**src/rtl/pe_ram.sv**
```systemverilog
// Generic simple dual-port RAM, one write and one registered read port.
// No dependencies.
module pe_ram #(
    parameter int WIDTH = 8,
    parameter int DEPTH = 64
) (
    input  logic                             i_clk,
    input  logic                             i_wr_en,
    input  logic [$clog2(DEPTH)-1:0]         i_wr_addr,
    input  logic [WIDTH-1:0]                 i_wr_data,
    input  logic                             i_rd_en,
    input  logic [$clog2(DEPTH)-1:0]         i_rd_addr,
    output logic [WIDTH-1:0]                 o_rd_data
);

    logic [WIDTH-1:0] r_mem [DEPTH];

    always_ff @(posedge i_clk) begin
        if (i_wr_en) begin
            r_mem[i_wr_addr] <= i_wr_data;
        end
    end

    always_ff @(posedge i_clk) begin
        if (i_rd_en) begin
            o_rd_data <= r_mem[i_rd_addr];
        end
    end

endmodule

```
**config.mk**
```make
export PLATFORM = sky130hd
export DESIGN_NAME = pe_ram
export DESIGN_NICKNAME = d
export VERILOG_FILES = /design/src/rtl/pe_ram.sv
export SDC_FILE = /design/constraint.sdc
export NUM_CORES = 1
export LEC_CHECK = 0
export BUFFER_PORTS_ARGS = -buffer_cell sky130_fd_sc_hd__buf_2
export CORE_UTILIZATION = 40
export DETAILED_ROUTE_END_ITERATION = 10
export GPL_ROUTABILITY_DRIVEN = 1
export PLACE_DENSITY = 0.54
export SLEW_MARGIN = 20
export SYNTH_ARGS = -nofsm -noshare
export SYNTH_HDL_FRONTEND = slang
export SYNTH_SLANG_ARGS = --single-unit
```
**constraint.sdc**
```tcl
create_clock -name i_clk -period 1.7 [get_ports i_clk]
set_input_delay 0.085 -clock i_clk [delete_from_list [all_inputs] [get_ports i_clk]]
set_output_delay 0.085 -clock i_clk [all_outputs]
set_load 0.02 [all_outputs]
```
* Word level (Yosys, flattened, before mapping)
Memory sizes are Yosys's and may differ from the RTL's. A register that Yosys moved wholly into a read port is not among the register bits.
Index checks and enable logic that the tools add are counted.
Widths: inputs -> output; s select.
** Operators by class
- Muxes and demuxes :: 2
** Operator list (count)
- $mux 1 :: 2
** Word-level totals
- Register bits after elaboration :: 0
- Memory bits (writable) :: 512
- Input port bits :: 23
- Output and inout bits :: 8
- Logic and storage cells :: 3
- Memories :: 1
** Memories
- r_mem :: words 64, bits a word 8, rd ports 1, clocked after Yosys merged registers in 1, write ports 1, RTL line 16 : logic [WIDTH-1:0] r_mem [DEPTH];

* Logic depth before layout (Yosys ltp)
Gate-level depths: netlist (run 1).
- Depth after elaboration :: 2
- Mapped depth :: 9
- Gate-level depth less buffers :: 5

* Worst setup path after synthesis (run 1)
No wires, ideal clock.
- Path kind :: in2reg
- From :: in i_rd_addr[1]
- To :: reg o_rd_data[3], read port of r_mem (data pin)
- Setup time :: 0.266 ns
- Arrival time :: 1.625 ns
- Required time :: 1.434 ns
- Path slack :: -0.191 ns
- Stages on the path :: 7
- Buffers on the path :: 3
- Path through :: buf_4 -> buf_2 -> buf_2 -> mux4_2 -> mux4_2 -> o21ai_1 -> o41ai_1
** RTL lines
- start: declaration :: RTL line 12 : input logic [$clog2(DEPTH)-1:0] i_rd_addr,
- end: declaration :: RTL line 13 : output logic [WIDTH-1:0] o_rd_data

==> results of run 1 <==
[flip-flops by register name, indices dropped and copies added (netlist names)]
register and flops:
r_mem 512, o_rd_data 8
[worst reg2reg max path: cells and delay by family, from the launching register on]
| family | cells | cell delay [ps] |
|---|---|---|
| mux | 2 | 760 |
| buf+inv | 1 | 140 |
| simple gates | 1 | 130 |
| compound gates | 2 | 350 |
| flops | 1 | 350 |
[kinds of logic after synthesis]
kind of cell           Yosys count  share of synthesized area [%]
flip-flops                     520                           77.1
multiplexers                   162                           15.9
AND/OR/NAND/NOR                153                           3.37
AO/OA/AOI/OAI                   54                           2.06
buffers and inverters           51                           1.56
[worst min path at each step]
stage	depth (start not counted)	end	slack, ps	from
after floorplan	0	r_mem[0][0]$_DFFE_PP_	180	i_wr_data[0]
after global placement	1	o_rd_data[7]$_DFFE_PP_	510	i_rd_en
after detailed placement	1	o_rd_data[7]$_DFFE_PP_	510	i_rd_en
after CTS	3	o_rd_data[4]$_DFFE_PP_	30	i_rd_addr[5]
after global routing	3	o_rd_data[4]$_DFFE_PP_	60	i_rd_addr[5]
final	3	o_rd_data[4]$_DFFE_PP_	60	i_rd_addr[5]
[where the power goes]
part	total, uW	leakage (uW)	switching (uW)	internal, uW
Sequential	14300	0.00469	37.7	14200
Combinational	1590	0.00240	911	683
Clock	11100	0.000793	4890	6180
Total	26900	0.00788	5840	21100
[metrics by stage]
step | util [%] | cells
2_1_floorplan | - | 940
3_3_place_gp | 44.8 | 1763
6_report | 48.5 | 1866
3_5_place_dp | 44.8 | 1763
5_1_grt | 48.5 | 1866
4_1_cts | 48.4 | 1866
[cell type report]
| type | instances | area (um^2) |
|---|---|---|
| Fill cell | 4187 | 25800 |
| Sequential cell | 520 | 15600 |
| Multi-Input combinational cell | 369 | 4470 |
| Timing Repair Buffer | 207 | 1690 |
| Clock buffer | 65 | 1390 |
| Tap cell | 672 | 841 |
| Clock inverter | 33 | 263 |
[what timing repair did]
item	CTS	global route
setup endpoints to repair	8	8
hold buffers	5	0
resized for setup	19	5
pin swaps	5	0
hold endpoints to repair	83	0
[per-layer routing]
layer | vias up | track usage [%]
met5 | - | 0
met4 | 4 | 5.48
met3 | 64 | 3.08
met2 | 273 | 29.5
met1 | 5350 | 28.1
li1 | 4369 | -
[layout by cell type (no fill, tap or decap), drive strengths merged, types with 4 or more instances in the layout]
| master | count |
|---|---|
| a211oi | 4 |
| a221oi | 6 |
| buf | 201 |
| clkbuf | 66 |
| clkinv | 21 |
| clkinvlp | 7 |
| dlygate4sd3 | 5 |
| edfxtp | 520 |
| mux2 | 13 |
| mux2i | 23 |
| mux4 | 126 |
| nand2 | 19 |
| nand2b | 7 |
| nand3 | 13 |
| nor2 | 83 |
| nor2b | 14 |
| nor3 | 7 |
| o21ai | 4 |
| o221ai | 8 |
| o22ai | 8 |
==> results_dict.tcl, run 1 <==
set metrics [dict create \
    setup_viol 8 \
    cts_root_buf "clkbuf_16" \
    p_total_uw 26900 \
    worstSetupEndpoint "o_rd_data[6]$_DFFE_PP_" \
    hp-class "in -> reg" \
    cp.depth 6 \
    fin_skew_ps 21.8 \
    vias 10100 \
    dpl_cell_area_um2 22400 \
    first_pass_iters 5 \
    fp.dieH_um 227 \
    finalInstanceArea_um2 24300 \
    grt_overflow 0 \
    netlist_instances 940 \
    hold_viol_final 0 \
    cpPeakStageDelay_ps 460 \
    regToRegSetupSlack_ps -280 \
    cts.sinks 520 \
    fin_ws_ps -277 \
    drive_gt1_share_pct 36.8 \
    yosysMostFrequentCell "edfxtp_1" \
    critPathLaunchType "register" \
    synth_edf_count 520 \
    drc 0 \
    holdWs_ps 60.7 \
    die_x_um 227 \
    relSlewSlack_pct 49.6 \
    slowest_stage "mux4_2" \
    rr_worst_depth 6 \
    first_iter_violations 848 \
    antenna_found_initial 2 \
    ant_nets 0 \
    cts_buffer_depth 3 \
    grt_pass1_wl_um 70100 \
    leakage_uw 0.00788 \
    dieArea_um2 51500 \
    grt_pass1_vias 10300 \
    post_cts.repair.setup_buffers 0 \
    power.density_nw_per_um2 1110 \
    synth_commonest_cells "edfxtp_1 (520), mux4_2 (126), nor2_1 (83)" \
    wl_met3_um 2300 \
    synthToLayoutAreaGrowth_pct 19.9 \
    start_util_pct 40.4 \
    wl_met1_um 22000 \
    rsz0062_at_grt "true" \
    grt_max_degree 65 \
    final_nets 1173 \
    max_slew.worst_pin.slew_ps 756 \
    cap_violations 0 \
    netlist_area_um2 20200 \
    ys_types 39 \
    timing.rr.start "r_mem[21][6]$_DFFE_PP_" \
    cp.arrival_ps 2310 \
    synthesis.nets 963 \
    crit_start "r_mem[21][6]$_DFFE_PP_" \
    io_buffers 30 \
    avgRoutedWirePerCell_um 25.5 \
    synth_seq_cells 520 \
    yosys_warnings 0 \
    postSynthAreaPerCell_um2 21.5 \
    critPathTopFamily "multiplexers" \
    fin_crit_sh_pct 116 \
    clk_latency_ps 590 \
    wl_met2_um 22300 \
    cts_tree "built" \
    cts_buffers 52 \
    gp_routability_congestion 0.822 \
    hpwl_um 30700 \
    cp_cell_sequence "mux4_2, mux2_4, o221a_4, nor3_4, buf_6, o32ai_2" \
    wl_um 47600 \
    crit_path_max_fanout 1 \
    rows 82 \
    yosysTopAreaCell "edfxtp_1" \
    finalMaxSlewViolations 0 \
    ir_drop_v 0.000767 \
    endpoint_kind "register" \
    grt_use_total_pct 19.1 \
    violations "negative setup slack" \
    top_layer "met5" \
    worstSetupPathType "reg -> reg" \
    r2r_end "o_rd_data[6]$_DFFE_PP_" \
    synth_top_area_share_pct 77.1 \
    status "finished, violations left" \
    synth_top_flop_cell "edfxtp_1" \
    dp_slack_ps -701 \
    fin_crit_ps 1980 \
    synth_area_leaders "edfxtp_1 (77%), mux4_2 (14%), nor2_1 (1.5%), mux2i_1 (1.1%), mux2_2 (0.72%)" \
    yosysSeqAreaShare_pct 77.1 \
    htreeDepth 2 \
    n_antenna_cell 0 \
    cp.required_ps 2040 \
    core_um2 50100 \
    synth-async-reset-ratio_pct 0 \
    max_freq_ghz 0.506 \
    drt-vias-per-instance 5.39 \
    clk_pin_slew_ps 70 \
    crit_buf_inv 1 \
    fin_tns_setup_ps -1800 \
    io_pins 31 \
]
No activity file was read; power rests on OpenSTA's default activity.
==> run 2, diff against run 1 <==
--- a/config.mk
+++ b/config.mk
@@ -7,6 +7,7 @@
 export LEC_CHECK = 0
 export BUFFER_PORTS_ARGS = -buffer_cell sky130_fd_sc_hd__buf_2
 export CORE_UTILIZATION = 40
+export CTS_BUF_LIST = sky130_fd_sc_hd__clkbuf_4 sky130_fd_sc_hd__clkbuf_8 sky130_fd_sc_hd__clkbuf_16
 export DETAILED_ROUTE_END_ITERATION = 10
 export GPL_ROUTABILITY_DRIVEN = 1
 export PLACE_DENSITY = 0.54
==> results_dict.tcl, run 2 (same netlist as run 1, synthesis figures left out) <==
set metrics [dict create \
    status "finished, violations left" \
    violations "negative setup slack" \
    antenna_found_initial 2 \
    p_total_uw 27100 \
    holdWs_ps 65.2 \
    relSlewSlack_pct 49.7 \
    instances_no_fill 1866 \
    crit_path_max_fanout 1 \
    vias 10000 \
    final_common_cell "edfxtp_1" \
    cap_violations 0 \
    ant_nets 0 \
    max_freq_ghz 0.505 \
    crit_buf_inv 1 \
    fin_skew_ps 24.6 \
    critPathTopFamily "multiplexers" \
    die_x_um 227 \
    cts_tree "built" \
    cpPeakStageDelay_ps 470 \
    fin_crit_sh_pct 116 \
    hold_viol_final 0 \
    cts_buffers 52 \
    grt_max_degree 65 \
    dp_slack_ps -701 \
    cts_root_buf "clkbuf_16" \
    cp_cell_sequence "mux4_2, mux2_4, o221a_4, nor3_4, buf_6, o32ai_2" \
    largest_reg_flops 512 \
    final_cell_mix "edfxtp_1 (520), buf_4 (158), mux4_2 (126), nor2_1 (81), clkbuf_16 (54)" \
    clockPowerShare_pct 41.5 \
    worstSetupPathType "reg -> reg" \
    seq_power_share_pct 52.6 \
    cts_buffer_depth 3 \
    cp.arrival_ps 2320 \
    drc 0 \
    avgRoutedWirePerCell_um 25.5 \
    setup_viol 8 \
    grt_pass1_wl_um 70200 \
    cp.required_ps 2040 \
    p_int_uw 21300 \
    htreeDepth 2 \
    final_nets 1173 \
    fin_ws_ps -280 \
    io_pins 31 \
    fp.dieH_um 227 \
    drive_gt1_share_pct 37.7 \
    n_antenna_cell 0 \
    reg_top3 "r_mem (512), o_rd_data (8)" \
    p_switching_uw 5840 \
    io_buffers 30 \
    swShare_pct 21.6 \
    clk_pin_slew_ps 70 \
    grt_pass1_vias 10300 \
    ir_drop_v 0.000765 \
    rsz0062_at_grt "true" \
    start_util_pct 40.4 \
    gp_routability_congestion 0.822 \
    grt_use_total_pct 19.1 \
    p_comb_share_pct 5.9 \
    placed_cells 1763 \
    first_pass_iters 5 \
    fin_tns_setup_ps -1770 \
    finalMaxSlewViolations 0 \
    first_iter_violations 913 \
    grt_overflow 0 \
    critPathLaunchType "register" \
    dieArea_um2 51500 \
    top_register "r_mem" \
    core_um2 50100 \
    fillers 4180 \
    wl_um 47500 \
    drt-vias-per-instance 5.36 \
    fin_crit_ps 1980 \
    slowest_stage "mux4_2" \
    leakage_uw 0.00792 \
    endpoint_kind "register" \
    rows 82 \
    clk_latency_ps 600 \
    cts.sinks 520 \
    hpwl_um 30700 \
    synthToLayoutAreaGrowth_pct 20.1 \
    max_slew.worst_pin.slew_ps 754 \
    hp-class "in -> reg" \
    power.density_nw_per_um2 1110 \
]
-- run 2: final cells by class --
class	instances	area [um^2]	share of cell area (%)
flip-flops and latches	520	15600	64.2
clock inverters	33	263	1.08
clock buffers	65	1430	5.90
repair buffers	207	1690	6.94
multi-input cells	369	4470	18.4
well taps	672	841	3.46
-- run 2: worst paths after layout --
kind	slack, ps	depth (start not counted)	endpoint	start
worst max-delay path	-280	6	o_rd_data[6]$_DFFE_PP_	r_mem[29][6]$_DFFE_PP_
worst min-delay path	70	3	o_rd_data[4]$_DFFE_PP_	i_rd_addr[5]
worst max register to register	-280	6	o_rd_data[6]$_DFFE_PP_	r_mem[29][6]$_DFFE_PP_
worst min register to register	970	4	o_rd_data[7]$_DFFE_PP_	r_mem[33][7]$_DFFE_PP_
-- run 2: metrics by stage --
stage               cell area [um^2]  utilization [%]
floorplan                      20400                -
global placement               22400             44.8
detailed placement             22400             44.8
CTS                            24300             48.5
global route                   24300             48.6
finish                         24300             48.6
-- run 2: power groups by stage --
stage	clock network, uW	registers [uW]	logic [uW]
floorplan	0	14500	787
global placement	0	14500	1550
detailed placement	0	14500	1560
CTS	11500	14300	1610
global route	12000	14300	1700
finish	11200	14300	1590
-- run 2: worst min-delay path, stage by stage --
cell and delay, ps:
buf_2 220, nand3_1 110, o32ai_1 60
-- run 2: what timing repair did --
item / CTS / global route
pin swaps: 5 / 0
hold buffers: 5 / 0
buffers inserted: 0 / 0
endpoints found under the hold margin: 83 / 0
gates cloned: 0 / 0
endpoints found under the setup margin: 8 / 8
gates resized for setup: 19 / 5
-- run 2: per-layer routing --
metal | vias up | global-route usage, % | routed length [um]
met4 | 4 | 5.48 | 958
met1 | 5298 | 28.1 | 22000
met2 | 270 | 29.5 | 22100
li1 | 4364 | - | -
met3 | 67 | 3.08 | 2360
met5 | - | 0 | 26
