$ cat config.mk
export PLATFORM = sky130hd
export DESIGN_NAME = pe_div
export DESIGN_NICKNAME = d
export VERILOG_FILES = /design/src/rtl/pe_pkg.sv /design/src/rtl/pe_div.sv
export SDC_FILE = /design/constraint.sdc
export NUM_CORES = 1
export LEC_CHECK = 0
export BUFFER_PORTS_ARGS = -buffer_cell sky130_fd_sc_hd__buf_2
export CORE_MARGIN = 10
export CORE_UTILIZATION = 67
export CTS_BUF_LIST = sky130_fd_sc_hd__clkbuf_2
export CTS_CLUSTER_DIAMETER = 60
export CTS_CLUSTER_SIZE = 10
export DETAILED_ROUTE_END_ITERATION = 10
export PLACE_DENSITY = 0.89
export RECOVER_POWER = 25
export SLEW_MARGIN = 40
export SYNTH_ARGS = -nofsm -noshare
export SYNTH_HDL_FRONTEND = slang
export SYNTH_SLANG_ARGS = --single-unit
$ cat constraint.sdc
create_clock -name i_clk -period 16 [get_ports i_clk]
set_input_delay 4 -clock i_clk [delete_from_list [all_inputs] [get_ports i_clk]]
set_output_delay 4 -clock i_clk [all_outputs]
set_load 0.03 [all_outputs]
$ cat src/rtl/pe_pkg.sv
// Package for the particle emitter: sizes, state encoding, memory word layout,
// the quarter-wave sine table and small arithmetic helpers.
// No dependencies.
package pe_pkg;

    localparam int MAX_POOL     = 64;
    localparam int IDX_W        = (MAX_POOL > 1) ? $clog2(MAX_POOL) : 1;
    localparam int CNT_W        = $clog2(MAX_POOL + 1);
    localparam int TRIG_ENTRIES = 256;
    localparam int TRIG_BITS    = $clog2(TRIG_ENTRIES);
    localparam int QTR_BITS     = TRIG_BITS - 2;
    localparam int TRIG_QTR     = TRIG_ENTRIES / 4;

    localparam int DIV_N        = 32;
    localparam int DIV_D        = 24;
    localparam int DIV_STEP     = 4;
    localparam int DIV_CYC      = DIV_N / DIV_STEP;
    localparam int DIV_CNT_W    = $clog2(DIV_CYC);

    localparam logic [15:0] LFSR_TAPS  = 16'hB400;
    localparam logic [15:0] LFSR_RESET = 16'hACE1;

    typedef enum logic [2:0] {
        CFG_MAX_PARTICLES = 3'd0,
        CFG_EMIT_RATE     = 3'd1,
        CFG_MAX_AGE       = 3'd2,
        CFG_ACCEL_XY      = 3'd3,
        CFG_DIRECTION     = 3'd4,
        CFG_POWER         = 3'd5,
        CFG_ALPHA         = 3'd6,
        CFG_RANDOM_SEED   = 3'd7
    } t_cfg_idx;

    typedef enum logic [4:0] {
        ST_IDLE,
        ST_DVX,
        ST_DVY,
        ST_EMIT,
        ST_ACC,
        ST_SP_A,
        ST_SP_B,
        ST_SP_C,
        ST_SP_D,
        ST_SP_E,
        ST_SP_F,
        ST_UP_RD,
        ST_UP_LD,
        ST_UP_MA,
        ST_UP_MX,
        ST_UP_MY,
        ST_UP_WB,
        ST_OUT_RD,
        ST_OUT_LD,
        ST_OUT_HOLD
    } t_state;

    typedef struct packed {
        logic [7:0]         alpha;
        logic [23:0]        age;
        logic signed [31:0] vel_x;
        logic signed [31:0] vel_y;
        logic signed [31:0] pos_x;
        logic signed [31:0] pos_y;
    } t_entry;

    localparam int ENTRY_W = $bits(t_entry);

    typedef logic [14:0] t_trig_tab [TRIG_QTR + 1];

    function automatic t_trig_tab build_trig();
        t_trig_tab tab;
        longint c1, c3, c5, c7, c9;
        longint u, v, w, t, s;
        c1 = 64'sd1686629713;
        c3 = 64'sd693598668;
        c5 = 64'sd85569306;
        c7 = 64'sd5026994;
        c9 = 64'sd172272;
        for (int ui = 0; ui <= TRIG_QTR; ui++) begin
            u = 4 * ui;
            v = (u <<< 30) / TRIG_ENTRIES;
            w = (v * v) >>> 30;
            t = c9;
            t = c7 - ((t * w) >>> 30);
            t = c5 - ((t * w) >>> 30);
            t = c3 - ((t * w) >>> 30);
            t = c1 - ((t * w) >>> 30);
            s = (t * v) >>> 30;
            s = (s + 32768) >>> 16;
            if (s > 16384) begin
                s = 16384;
            end
            tab[ui] = 15'(s);
        end
        return tab;
    endfunction

    localparam t_trig_tab TRIG_TAB = build_trig();

    // sine (cos_sel low) or cosine of idx/TRIG_ENTRIES turns, signed Q2.14
    function automatic logic signed [15:0] trig_val(logic [TRIG_BITS-1:0] idx,
                                                    logic cos_sel);
        logic [1:0]          q;
        logic [QTR_BITS-1:0] lo;
        logic [QTR_BITS:0]   ui;
        logic [15:0]         m;
        q  = idx[TRIG_BITS-1 -: 2] + {1'b0, cos_sel};
        lo = idx[QTR_BITS-1:0];
        ui = q[0] ? ((QTR_BITS + 1)'(TRIG_QTR) - {1'b0, lo}) : {1'b0, lo};
        m  = {1'b0, TRIG_TAB[ui]};
        return q[1] ? -m : m;
    endfunction

    function automatic logic [15:0] lfsr_next(logic [15:0] s);
        return (s >> 1) ^ (s[0] ? LFSR_TAPS : 16'h0000);
    endfunction

    function automatic logic signed [31:0] sat32(logic signed [33:0] x);
        if (x > 34'sh0_7FFF_FFFF) begin
            return 32'sh7FFF_FFFF;
        end else if (x < -34'sh0_8000_0000) begin
            return 32'sh8000_0000;
        end
        return x[31:0];
    endfunction

endpackage

$ cat src/rtl/pe_div.sv
// Iterative unsigned divider, several quotient bits per cycle.
// Depends on pe_pkg.
module pe_div (
    input  logic                      i_clk,
    input  logic                      i_rst_n,
    input  logic                      i_start,
    input  logic [pe_pkg::DIV_N-1:0]  i_dividend,
    input  logic [pe_pkg::DIV_D-1:0]  i_divisor,
    output logic                      o_busy,
    output logic [pe_pkg::DIV_N-1:0]  o_quotient
);
    import pe_pkg::*;

    logic [DIV_D-1:0]     r_rem, n_rem;
    logic [DIV_N-1:0]     r_quo, n_quo;
    logic [DIV_D-1:0]     r_div;
    logic [DIV_CNT_W-1:0] r_cnt;
    logic                 r_busy;
    logic [DIV_D:0]       trial;

    always_comb begin
        n_rem = r_rem;
        n_quo = r_quo;
        trial = '0;
        for (int k = 0; k < DIV_STEP; k++) begin
            trial = {n_rem, n_quo[DIV_N-1]};
            n_quo = n_quo << 1;
            if (trial >= {1'b0, r_div}) begin
                n_rem    = DIV_D'(trial - {1'b0, r_div});
                n_quo[0] = 1'b1;
            end else begin
                n_rem = trial[DIV_D-1:0];
            end
        end
    end

    always_ff @(posedge i_clk) begin
        if (!i_rst_n) begin
            r_busy <= 1'b0;
            r_cnt  <= '0;
        end else if (i_start) begin
            r_busy <= 1'b1;
            r_cnt  <= '0;
        end else if (r_busy) begin
            r_cnt <= r_cnt + 1'b1;
            if (r_cnt == DIV_CNT_W'(DIV_CYC - 1)) begin
                r_busy <= 1'b0;
            end
        end
    end

    always_ff @(posedge i_clk) begin
        if (i_start) begin
            r_quo <= i_dividend;
            r_rem <= '0;
            r_div <= i_divisor;
        end else if (r_busy) begin
            r_quo <= n_quo;
            r_rem <= n_rem;
        end
    end

    assign o_busy     = r_busy;
    assign o_quotient = r_quo;

endmodule

# --- After elaboration in Yosys (flattened, before gate mapping) ---
# Cells that the tools add are included.
# Widths: inputs -> output; s select.
word_totals:
  n_memories: 0
  reg_bits: 84
  latchBits: 0
  rom_bits: 0
  word_cells: 31
  ram_bits: 0
  in_bits: 59
  out_inout_bits: 33
op_classes:
  n_eq_ne: 1
  mux: 13
  n_bitwise: 1
  n_div: 0
  shifts: 0
  add_sub_neg: 5
  magnitude_cmp: 4
  reduce_logical: 2
  mul: 0
ops:
  columns: ["op", "n"]
  rows:
  - ["$ge 25x24->1", 4]
  - ["$mux 24", 4]
  - ["$sub 24x24->24", 4]
  - ["$mux 32", 2]
  - ["$mux 1", 7]
  - ["$add 3x1->3 const B", 1]
  - ["$eq 3x3->1 const B", 1]
  - ["$reduce_bool 2->1", 1]
  - ["$reduce_or 2->1", 1]
  - ["$not 1->1", 1]

# --- Logic depth before layout (Yosys ltp) ---
logic_depth:
  word_depth: 10
  depth_mapped: 49
  ltp_nobuf: 44

# --- Worst setup path before layout ---
# No wires, ideal clock.
synth_timing:
  path_kind: "reg-to-reg"
  start: "register r_div[18]"
  end: "register r_rem[0]"
  required_time_ps: 15921
  n_path_buf: 7
  path_stages_with_launch: 48
  period_less_slack_ps: 10555
  arrival_ps: 10476
  slack_ps: 5445
  setup_ps: 79
  cell_sequence: "edfxtp_1 inv_1 ha_1 clkbuf_1 a211oi_1 o21bai_1 a211o_1 a311o_1 a31oi_1 clkbuf_1 buf_1 nand2_1 nand2_1 ha_1 a21o_1 a31oi_1 nand3_1 a311o_1 [... 12 more ...] o2111ai_1 and3_1 buf_2 buf_4 mux2_2 ha_1 o21a_1 o2111ai_1 a31oi_1 nor2_1 o221ai_1 a41oi_1 o21ai_0 a211oi_1 o211a_1 buf_2 mux2_4 a211oi_2"
synth_between:
  elab_chain_cells: 8
  elab_cells_between_ends: 11
  classes_between: "add/sub: 3; order compare: 4; mux: 4"
synth_lines:
  columns: ["element", "line", "text"]
  rows:
  - ["start, declared", "pe_div.sv:16", "logic [DIV_D-1:0] r_div;"]
  - ["start signal, assigned", "pe_div.sv:56", "r_div <= i_divisor;"]
  - ["$sub 24x24->24 / $ge 25x24->1 (equally long branches)", "pe_div.sv:29, pe_div.sv:28", null]
  - ["$mux 24", "pe_div.sv:28", "if (trial >= {1'b0, r_div}) begin"]
  - ["$sub 24x24->24 / $ge 25x24->1 (equally long branches)", "pe_div.sv:29, pe_div.sv:28", null]
  - ["$mux 24", "pe_div.sv:28", null]
  - ["$sub 24x24->24 / $ge 25x24->1 (equally long branches)", "pe_div.sv:29, pe_div.sv:28", null]
  - ["$mux 24", "pe_div.sv:28", null]
  - ["$ge 25x24->1 *", "pe_div.sv:28", null]
  - ["$mux 24 *", "pe_div.sv:28", null]
  - ["end signal, assigned", "pe_div.sv:59", "r_rem <= n_rem;"]
  - ["end, declared", "pe_div.sv:14", "logic [DIV_D-1:0] r_rem, n_rem;"]
# Every way passes the cells marked *; elsewhere a longest branch is shown, timed or not.
# A chain may end at the register's enable or synchronous reset.

# --- Worst setup path in the final report ---
layout_timing:
  start: "register r_div[1]"
  end: "register r_rem[20]"
layout_between:
  elab_chain_cells: 8
  elab_cells_between_ends: 12
  classes_between: "add/sub: 4; order compare: 4; mux: 4"
layout_lines:
  columns: ["element", "line"]
  rows:
  - ["$sub 24x24->24 / $ge 25x24->1 (equally long branches)", "pe_div.sv:29, pe_div.sv:28"]
  - ["$mux 24", "pe_div.sv:28"]
  - ["$sub 24x24->24 / $ge 25x24->1 (equally long branches)", "pe_div.sv:29, pe_div.sv:28"]
  - ["$mux 24", "pe_div.sv:28"]
  - ["$sub 24x24->24 / $ge 25x24->1 (equally long branches)", "pe_div.sv:29, pe_div.sv:28"]
  - ["$mux 24", "pe_div.sv:28"]
  - ["$sub 24x24->24 / $ge 25x24->1 (equally long branches)", "pe_div.sv:29, pe_div.sv:28"]
  - ["$mux 24 *", "pe_div.sv:28"]
# Marked as above.

==> out/metrics.yaml <==
run_status:
  status: "finished, violations left"
  violations: "max-capacitance violations, max-slew violations"
critical_path:
  worstSetupStartpointType: "flip-flop"
  r2r_start: "r_div[1]"
  critPathMaxFanout: 27
  reg2reg_depth: 42
  cp_data_required_time_ns: 16.52
  slowest_delay_ns: 0.52
  path_class: "reg2reg"
  crit_arrival_ns: 12.70
  cpMaxStageDelayCell: "o211a_1"
  cp-end-kind: "flip-flop"
  crit_start: "r_div[1]"
final_layout:
  final_common_cell: "ha_1"
  nFillCells: 973
  layout_common_cells: "ha_1, buf_2, a21oi_1"
  final_util: 0.746
  synthToLayoutAreaGrowth_pct: 8.36
  drive_gt1_frac: 0.183
  nets: 1219
synthesis:
  ys_seq_area_frac: 0.257
  syn_area_per_cell_um2: 8.94
  syn_inst: 975
  syn_area_um2: 8720
  yosysWarnings: 0
  synth_top_cell_area_share: 0.193
  synth_flop_cell: "edfxtp_1"
  syn_nets: 1136
  synth_edf_count: 56
  async_reset_ff_frac: 0
  post_synth_num_cell_types: 74
  yosysTopAreaCell: "edfxtp_1"
  ys_ff_latch: 84
  synth.area.top_cells: "edfxtp_1, ha_1, mux2_2"
placement:
  routabilityCongestion: 1.02
  dp_hpwl_mm: 20.6
  pre_cts_ws_ns: 3.78
  port_buffers: 91
timing:
  fin_ws_ns: 3.82
  fin_crit_sh: 0.761
  min_period_ns: 12.18
  tightestPinTransition_ns: 1.71
  grt_setup_unrepaired: "no"
  fin_skew_ns: 0.0416
  setup_viol: 0
  slew_headroom: -0.140
  max_freq_mhz: 82.1
  hold_viol: 0
  finalMaxSlewViolations: 33
  setup_tns_ns: 0
floorplanning:
  die_area_um2: 18000
  initial_utilization: 0.688
  die_y_um: 134
  die_w_um: 134
  rows: 41
  ios: 92
  core_area_um2: 12700
route:
  dr_total_vias: 8135
  drt_iter0_drc: 906
  wl_per_cell_um: 20.6
  antenna_left: 0
  firstDrtPassIters: 5
  vias_per_cell: 6.58
  routed_wl_mm: 25.4
  drcViolationCount: 0
global_routing:
  grt_max_degree: 57
  grt_usage: 0.276
  grt_pass1_vias: 7777
  grt_overflow_total: 0
  antenna_found_initial: 1
  grt_pass1_wl_mm: 39.9
worst_hold_path:
  hold_class: "reg2reg"
  min_path_cells: 2
  hp-start: "r_cnt[2]"
clock_network:
  hold_buffers: 0
  cts_buffers: 9
  cts_resized: 0
  postCtsSetupRepairBufs: 0
  clk_pin_slew_ns: 0.28
  clock_latency_ns: 0.60
  cts_root_buf: "clkbuf_2"
  htree_levels: 3
  cts_tree: "built"
  cts_num_sinks: 84
  cts.path.max_buffers: 2
flow_run:
  max_cap_viol_count: 1
## sequential cells by signal (all words and copies together) (netlist names)
name and flops:
o_busy 1, o_quotient 32, r_cnt 3, r_div 24, r_rem 24
## synth_stat cells, drive strengths merged, types with 4 or more instances
library cell	count
dfxtp	28
nand2b	13
ha	98
a211o	6
a22oi	6
a221o	4
o211ai	7
o2111ai	4
a21o	37
edfxtp	56
fa	4
mux2	68
a31oi	10
a311o	4
xnor2	56
nor2	66
nor3	13
nand4	20
and2	8
a211oi	16
a311oi	6
o21ai	47
mux2i	17
or2	7
o22ai	4
a21boi	6
a21oi	74
o21a	15
o21bai	14
a221oi	5
nor2b	11
nand2	66
clkbuf	11
and3	7
buf	16
o31ai	4
xor2	26
inv	58
nand3	20
## final cells by class
type                    count  area (um^2)  area share
well taps                 172          215      0.0228
repair buffers             99          504      0.0534
inverters                  58          218      0.0230
diodes                      1         2.50    0.000265
flip-flops and latches     84         2240       0.237
multi-input cells         806         6140       0.650
clock buffers               9         45.0     0.00477
clock inverters             7         82.6     0.00874
## critical path: cells and delay by family (launching register included)
kind / cells / cell delay (ns)
compound gates: 24 / 7.47
fa+ha+maj: 4 / 1.27
buf+inv: 4 / 1.01
flops: 1 / 0.49
mux: 2 / 0.70
simple gates: 8 / 1.12
## cell families (layout without fill, tap and decap cells)
group / after synthesis / count (layout) / share of synthesized area
compound gates: 293 / 293 / 0.229
xor+xnor: 82 / 82 / 0.0824
fa+ha+maj: 102 / 102 / 0.150
buf+inv: 85 / 173 / 0.0396
flops: 84 / 84 / 0.257
mux: 85 / 85 / 0.108
other cells: 0 / 1 / 0
simple gates: 244 / 244 / 0.135
## final timing paths
check	endpoint	slack, ns
hold reg to reg	r_cnt[2]	0.54
setup / recovery	r_rem[20]	3.82
setup reg to reg	r_rem[20]	3.82
hold / removal	r_cnt[2]	0.54
## stage by stage
step / hold slack (ns) / std cells / instance area [um^2]
2_1_floorplan: 0.460 / 975 / 8720
3_3_place_gp: 0.477 / 1218 / 9320
3_5_place_dp: 0.493 / 1218 / 9320
4_1_cts: 0.543 / 1234 / 9450
5_1_grt: 0.568 / 1236 / 9450
6_report: 0.544 / 1236 / 9450
## layer usage
layer	wire length, um	vias up	GRT usage
li1	-	3819	-
met1	10400	3817	0.364
met5	0	-	0
met2	11300	437	0.431
met3	3000	62	0.0680
met4	688	0	0.0913
Power is left out: the tool's default activity adds up to more than one toggle a clock period on the data nets, which glitch-free logic cannot reach.
